## src/design/lae_pkg.sv

```systemverilog
// Shared types and constants for the load align and extend unit.
// Holds the load kind codes, access size codes and the merge masks.
// No dependencies.
package lae_pkg;

	// Load kind carried by each item.
	typedef enum logic [3:0] {
		MODE_LB  = 4'd0,
		MODE_LBU = 4'd1,
		MODE_LH  = 4'd2,
		MODE_LHU = 4'd3,
		MODE_LW  = 4'd4,
		MODE_LWU = 4'd5,
		MODE_LWL = 4'd6,
		MODE_LWR = 4'd7,
		MODE_LD  = 4'd8,
		MODE_LDL = 4'd9,
		MODE_LDR = 4'd10,
		MODE_LUI = 4'd11
	} lae_mode_t;

	// Access size reported with each result item.
	typedef enum logic [2:0] {
		SZ_NONE  = 3'd0,
		SZ_BYTE  = 3'd1,
		SZ_HALF  = 3'd2,
		SZ_WORD  = 3'd3,
		SZ_DWORD = 3'd4
	} lae_size_t;

	// Address side decode handed to the top level.
	typedef struct packed {
		logic [31:0] addr;
		lae_size_t   size;
		logic        valid;
		logic        lui;
	} lae_ctl_t;

	localparam logic [63:0] DW_LEFT_KEEP_C  = 64'h00FF_FFFF_FFFF_FFFF;
	localparam logic [63:0] DW_RIGHT_KEEP_C = 64'hFFFF_FFFF_FFFF_FF00;
	localparam logic [31:0] W_LEFT_KEEP_C   = 32'h00FF_FFFF;
	localparam logic [31:0] W_RIGHT_KEEP_C  = 32'hFFFF_FF00;
	localparam logic [31:0] DW_ALIGN_C      = 32'hFFFF_FFF8;
	localparam logic [31:0] W_ALIGN_C       = 32'hFFFF_FFFC;

endpackage

```

## src/design/lae_addr.sv

```systemverilog
// Address generation and access size decode for the load unit.
// Depends on lae_pkg for the load kinds, size codes and alignment masks.
module lae_addr (
	input  logic [3:0]        mode,
	input  logic [31:0]       base_word,
	input  logic signed [15:0] offset,
	output logic [2:0]        va_low,
	output lae_pkg::lae_ctl_t ctl
);

	logic [31:0] va;

	// Base plus sign-extended offset, wrapping at 32 bits.
	assign va     = base_word + {{16{offset[15]}}, offset};
	assign va_low = va[2:0];

	// Decode address alignment and size from the load kind.
	always_comb begin
		ctl.addr  = va;
		ctl.size  = lae_pkg::SZ_NONE;
		ctl.valid = 1'b1;
		ctl.lui   = 1'b0;
		unique case (lae_pkg::lae_mode_t'(mode))
			lae_pkg::MODE_LB, lae_pkg::MODE_LBU: begin
				ctl.size = lae_pkg::SZ_BYTE;
			end
			lae_pkg::MODE_LH, lae_pkg::MODE_LHU: begin
				ctl.size = lae_pkg::SZ_HALF;
			end
			lae_pkg::MODE_LW, lae_pkg::MODE_LWU: begin
				ctl.size = lae_pkg::SZ_WORD;
			end
			lae_pkg::MODE_LWL, lae_pkg::MODE_LWR: begin
				ctl.addr = va & lae_pkg::W_ALIGN_C;
				ctl.size = lae_pkg::SZ_WORD;
			end
			lae_pkg::MODE_LD: begin
				ctl.size = lae_pkg::SZ_DWORD;
			end
			lae_pkg::MODE_LDL, lae_pkg::MODE_LDR: begin
				ctl.addr = va & lae_pkg::DW_ALIGN_C;
				ctl.size = lae_pkg::SZ_DWORD;
			end
			lae_pkg::MODE_LUI: begin
				ctl.addr = 32'd0;
				ctl.lui  = 1'b1;
			end
			default: begin
				ctl.addr  = 32'd0;
				ctl.valid = 1'b0;
			end
		endcase
	end

endmodule

```

## src/design/lae_merge.sv

```systemverilog
// Data path of the load unit: extension, left/right merges and upper immediate.
// Depends on lae_pkg for the load kinds and merge masks.
module lae_merge (
	input  logic [3:0]         mode,
	input  logic [2:0]         va_low,
	input  logic signed [15:0] offset,
	input  logic [63:0]        mem_data,
	input  logic [63:0]        dest_old,
	output logic [63:0]        value
);

	logic [4:0]  sh4;
	logic [5:0]  sh8;
	logic [31:0] oldw;
	logic [31:0] mw;
	logic [31:0] wl;
	logic [31:0] wr;
	logic [31:0] wr_keep;
	logic [63:0] dl;
	logic [63:0] dr;
	logic [63:0] dr_keep;

	assign sh4  = {va_low[1:0], 3'b000};
	assign sh8  = {va_low, 3'b000};
	assign oldw = dest_old[31:0];
	assign mw   = mem_data[31:0];

	// Word merges: bytes of memory shifted into the old low word.
	assign wl      = (oldw & (lae_pkg::W_LEFT_KEEP_C >> sh4)) | (mw << (5'd24 - sh4));
	assign wr_keep = (sh4 == 5'd0) ? 32'd0 : (lae_pkg::W_RIGHT_KEEP_C << (5'd24 - sh4));
	assign wr      = (oldw & wr_keep) | (mw >> sh4);

	// Doubleword merges with the whole old value.
	assign dl      = (dest_old & (lae_pkg::DW_LEFT_KEEP_C >> sh8)) | (mem_data << (6'd56 - sh8));
	assign dr_keep = (sh8 == 6'd0) ? 64'd0 : (lae_pkg::DW_RIGHT_KEEP_C << (6'd56 - sh8));
	assign dr      = (dest_old & dr_keep) | (mem_data >> sh8);

	// Select the new destination value by load kind.
	always_comb begin
		value = dest_old;
		unique case (lae_pkg::lae_mode_t'(mode))
			lae_pkg::MODE_LB:  value = {{56{mem_data[7]}}, mem_data[7:0]};
			lae_pkg::MODE_LBU: value = {56'd0, mem_data[7:0]};
			lae_pkg::MODE_LH:  value = {{48{mem_data[15]}}, mem_data[15:0]};
			lae_pkg::MODE_LHU: value = {48'd0, mem_data[15:0]};
			lae_pkg::MODE_LW:  value = {{32{mw[31]}}, mw};
			lae_pkg::MODE_LWU: value = {32'd0, mw};
			lae_pkg::MODE_LWL: value = {{32{wl[31]}}, wl};
			lae_pkg::MODE_LWR: begin
				// An aligned right merge loads the whole word, sign-extended.
				if (sh4 == 5'd0) begin
					value = {{32{wr[31]}}, wr};
				end else begin
					value = {dest_old[63:32], wr};
				end
			end
			lae_pkg::MODE_LD:  value = mem_data;
			lae_pkg::MODE_LDL: value = dl;
			lae_pkg::MODE_LDR: value = dr;
			lae_pkg::MODE_LUI: value = {{32{offset[15]}}, offset, 16'd0};
			default:           value = dest_old;
		endcase
	end

endmodule

```

## src/design/load_align_extend_unit.sv

```systemverilog
// Top level of the load align and extend unit: input register, decode and
// merge logic, result register. Depends on lae_pkg, lae_addr and lae_merge.
//
// Channel   Direction  Handshake          Payload
// command   in         start, busy        mode, base_word, offset, mem_data,
//                                         dest_old, translation_fault
// result    out        done (strobe)      mem_address, access_size,
//                                         write_enable, dest_value
//
// One item is accepted every cycle; busy is never raised.
// Each result appears on done once its item has passed the input register
// and then the address and merge logic into the result register.
// Reset clears the stage valid flags only; payload registers are not reset.
// Results are held for one cycle only, as the receiver cannot stall.
module load_align_extend_unit (
	input  logic               clk,
	input  logic               arst_n,
	input  logic               start,
	output logic               busy,
	input  logic [3:0]         mode,
	input  logic [31:0]        base_word,
	input  logic signed [15:0] offset,
	input  logic [63:0]        mem_data,
	input  logic [63:0]        dest_old,
	input  logic               translation_fault,
	output logic               done,
	output logic [31:0]        mem_address,
	output logic [2:0]         access_size,
	output logic               write_enable,
	output logic [63:0]        dest_value
);

	logic               valid_s1;
	logic [3:0]         mode_s1;
	logic [31:0]        base_s1;
	logic signed [15:0] offset_s1;
	logic [63:0]        mem_s1;
	logic [63:0]        old_s1;
	logic               fault_s1;

	logic               valid_s2;
	logic [31:0]        addr_s2;
	logic [2:0]         size_s2;
	logic               we_s2;
	logic [63:0]        value_s2;

	lae_pkg::lae_ctl_t  ctl;
	logic [2:0]         va_low;
	logic [63:0]        merged;
	logic               we;

	assign busy = 1'b0;

	// Input register: capture an item whenever one is accepted.
	always_ff @(posedge clk or negedge arst_n) begin
		if (!arst_n) begin
			valid_s1 <= 1'b0;
		end else begin
			valid_s1 <= start && !busy;
		end
	end

	always_ff @(posedge clk) begin
		if (start && !busy) begin
			mode_s1   <= mode;
			base_s1   <= base_word;
			offset_s1 <= offset;
			mem_s1    <= mem_data;
			old_s1    <= dest_old;
			fault_s1  <= translation_fault;
		end
	end

	lae_addr u_addr (
		.mode      (mode_s1),
		.base_word (base_s1),
		.offset    (offset_s1),
		.va_low    (va_low),
		.ctl       (ctl)
	);

	lae_merge u_merge (
		.mode     (mode_s1),
		.va_low   (va_low),
		.offset   (offset_s1),
		.mem_data (mem_s1),
		.dest_old (old_s1),
		.value    (merged)
	);

	// A fault suppresses the write except for the upper-immediate form.
	assign we = ctl.valid && (ctl.lui || !fault_s1);

	// Result register.
	always_ff @(posedge clk or negedge arst_n) begin
		if (!arst_n) begin
			valid_s2 <= 1'b0;
		end else begin
			valid_s2 <= valid_s1;
		end
	end

	always_ff @(posedge clk) begin
		if (valid_s1) begin
			addr_s2  <= ctl.addr;
			size_s2  <= ctl.size;
			we_s2    <= we;
			value_s2 <= we ? merged : old_s1;
		end
	end

	assign done         = valid_s2;
	assign mem_address  = addr_s2;
	assign access_size  = size_s2;
	assign write_enable = we_s2;
	assign dest_value   = value_s2;

	// Every accepted item yields a result through the input and result registers, and nothing else does.
	a_result_follows: assert property (@(posedge clk) disable iff (!arst_n)
		(start && !busy) |=> ##1 done)
		else $error("accepted item produced no result");

	a_no_spurious: assert property (@(posedge clk) disable iff (!arst_n)
		(!(start && !busy)) |=> ##1 !done)
		else $error("result strobe without an accepted item");

	// No memory access means no address is driven.
	a_none_zero_addr: assert property (@(posedge clk) disable iff (!arst_n)
		(done && access_size == lae_pkg::SZ_NONE) |-> mem_address == 32'd0)
		else $error("address driven for an item with no access");

	// A suppressed write leaves the destination value unchanged.
	a_suppress_keeps_old: assert property (@(posedge clk) disable iff (!arst_n)
		(done && !write_enable) |-> dest_value == $past(dest_old, 2))
		else $error("suppressed write changed the destination value");

endmodule

```

## config.mk

```make
export PLATFORM = sky130hd
export DESIGN_NAME = load_align_extend_unit
export DESIGN_NICKNAME = d
export VERILOG_FILES = /design/src/design/lae_pkg.sv /design/src/design/lae_addr.sv /design/src/design/lae_merge.sv /design/src/design/load_align_extend_unit.sv
export SDC_FILE = /design/constraint.sdc
export NUM_CORES = 1
export LEC_CHECK = 0
export ABC_AREA = 1
export BUFFER_PORTS_ARGS = -buffer_cell sky130_fd_sc_hd__buf_2
export CORE_UTILIZATION = 40
export CTS_CLUSTER_DIAMETER = 100
export DETAILED_ROUTE_END_ITERATION = 12
export SLEW_MARGIN = 25
export SYNTH_ARGS = -nofsm -noshare
export SYNTH_HDL_FRONTEND = slang
export SYNTH_HIERARCHICAL = 1
export SYNTH_SLANG_ARGS = --single-unit
```

## constraint.sdc

```tcl
create_clock -name clk -period 4.8 [get_ports clk]
set_clock_uncertainty 0.15 [all_clocks]
set_input_delay 0.48 -clock clk [delete_from_list [all_inputs] [get_ports clk]]
set_output_delay 0.48 -clock clk [all_outputs]
set_load 0.02 [all_outputs]
```

==> out/qor.txt <==
Port Buffer Count - 284
initial antenna violation count - 4
worst hold path type - input pin to asynchronous set/reset pin
Hold Fails Final Rpt - 0
Cell variety after synth - 42
total number of H-tree levels - 2
crit path from - offset_s1[0]
clk_lat worst skew - 0.55 ns
nets@finish - 3,370
Crit Path Max Fanout - 101
# rows - 80
most common cell after layout, fill and taps aside - nand2_1
post-synthesis register bit count - 283
reg2reg end - dest_value[15]
crit path cell chain - ha_2, fa_2, xor2_4, buf_12, nand2_1, inv_1, nand3_1, nand3_1, nand3_1, nor2_1, nand4_1, nand3_1, nand2_1
drt first pass iters - 8
number of synthesized flops with an enable pin - 281
MaxCap Viol Count - 0
Final Util - 50.8%
Clock Tree Buf Depth - 3
sequential share of the synthesized area - 44.0%
Crit path buffers/inverters - 2
DP Worst Slack - 0.878 ns
Final setup viols - 0
CP Capture Type - register
CP Class - register to register
post-route worst setup slack - 0.682 ns
Area Overhead vs Synth - 25.5%
reg2reg setup slack - 0.68 ns
Worst Reg-to-Reg Cells - 13
Slew Limit Fails - 0
most used cell, CP - nand3_1
Worst path max stage delay - 0.58 ns
Tcrit/Tclk final - 85.8%
layout cells sized above 1 - 14.1%
outcome - completed
Sequential Power Share - 35.9%
pwr dens - 379 nW/µm²
IO Pins - 286
P_int - 5530 µW
commonest non-fill, non-tap cells in the layout - 1,055 x nand2_1, 388 x nand3_1, 283 x buf_2
total track usage - 34.6%
GR Overflow Total - 0
P_sw - 3630 µW
Worst Setup Start Kind - register
area of the core - 47,600 µm²
Critical Path RT - 4.94 ns
CTS tree - built
reg2reg start - offset_s1[0]
top_reg_cell synth - edfxtp_1
DR WL/cell - 22.8 µm
final WL - 86.3 mm
DP HPWL - 64.0 mm
Clock Sinks - 283
Initial Utilization - 40.5%
via count - 20,800
largest net degree at the start of global routing - 102
1st-iter DRT viols - 2,326
Post-CTS Setup Bufs - 0
Syn Area/Cell - 7.05 µm²
Placer Congestion - 1.02
IR drop worst, VDD - 0.000271 V
DRC Markers - 0
Worst path slowest cell - inv_1
vias in the first global route - 19,700
RSZ-0062 raised after global routing - false
Clock power frac - 28.3%
DR vias/cell - 5.48
Cell Area, Synth - 19,300 µm²
clock root buffer - clkbuf_16
Post-synth ARST share - 0.707%
Syn Nets - 2,949
Synth Warn # - 6
switching share of power - 39.6%
die height - 222 µm
fmax - 243 MHz
Clock transition at path regs - 0.06 ns
CTS buffer count - 34
Die Width - 222 µm
CP arrival - 4.26 ns
min Tclk post-route - 4.12 ns
DIE AREA - 49,100 µm²
Slew @ Worst Pin - 0.949 ns
Post-DRT Antenna Nets - 0
wire length of the first global-routing pass - 126 mm
Leak - 0.0117 µW
setup_tns - 0 ns
Worst slew margin - 36.6%
delay-heaviest family, CP - simple AND/OR/NAND/NOR gates
Synth Instances - 2,733
hold slack - 0.121 ns
combinational power share - 35.8%
==> layout make-up <==
type	count	area, µm²
fill	4680	23500
inverter	246	923
clock buffer	39	891
antenna	1	2.50
timing repair buffer	511	3660
tap	615	769
multi-input combinational	2078	9240
clock inverter	20	215
sequential	283	8490
==> cell families after synthesis <==
logic type,Yosys count,share of synthesized area [%]
AO/OA/AOI/OAI,246,6.65
AND/OR/NAND/NOR,1795,38.7
buffers and inverters,372,8.26
other,1,0.0195
adder cells (fa/ha/maj),32,2.12
flip-flops,283,44.0
XOR/XNOR,4,0.182
==> per-layer routing <==
layer / routed length (µm) / share of wire, % / GRT usage (%) / vias to the layer above
li1: - / - / - / 9764
met4: 3830 / 4.4 / 15.7 / 2
met2: 38200 / 44 / 53.9 / 1139
met1: 36800 / 43 / 47.1 / 9706
met3: 7450 / 8.6 / 5.90 / 187
met5: 9 / 0.010 / 0 / -
==> Yosys cell counts, types with 4 or more instances <==
library cell  number  share of area (%)
clkbuf_1          28               0.55
buf_4             16               0.62
o22ai_1            4               0.13
nand3_2            4               0.21
o21ai_0          100                2.6
a21oi_1          121                3.1
and2_1             6               0.19
nor3_1             6               0.16
ha_1              31                2.0
nand3b_1           6               0.23
nand2_2           16               0.52
buf_6              7               0.41
edfxtp_1         281                 44
inv_1            228                4.4
nand3_1          388                 10
buf_2             58                1.5
nor2_1           273                5.3
inv_2             15               0.29
o211ai_1           9               0.35
buf_1             15               0.29
nor2_2            11               0.36
nand2_1         1058                 21
nand4_1           17               0.55
==> power groups by stage <==
stage               registers (µW)  logic (µW)  clock network (µW)
finish                        3290        3280                2590
floorplan                     3390        1750                   0
global placement              3340        3060                   0
detailed placement            3340        3060                   0
global route                  3310        3530                2720
CTS                           3300        3190                2650
==> timing repair <==
item / CTS / global route
hold buffers: 182 / 0
setup endpoints to repair: 0 / 0
hold endpoints to repair: 183 / 0
gates resized for setup: 0 / 0
==> per-stage QoR <==
step	power (µW)	instance area, µm²	cells
after floorplan	5150	19300	2733
after global placement	6400	21200	3550
after detailed placement	6400	21200	3550
after CTS	9130	24200	3791
after global routing	9570	24200	3792
final	9170	24200	3793
==> worst max-delay path by stage <==
stage                                end  slack, ns  cells past startpoint
after floorplan           access_size[0]       1.86                      0
after global placement     dest_value[6]       0.90                     13
after detailed placement   dest_value[6]       0.88                     13
after CTS                 dest_value[15]       0.87                     13
after global routing       dest_value[6]       0.60                     13
final                     dest_value[15]       0.68                     13
==> registers in the layout, indices dropped and copies added, names as in the netlist, 3 cells and up <==
register     count
access_size      3
base_s1         32
dest_value      64
mem_address     32
mem_s1          64
mode_s1          4
offset_s1       16
old_s1          64
Note: power is estimated with default switching activity, not from simulation.
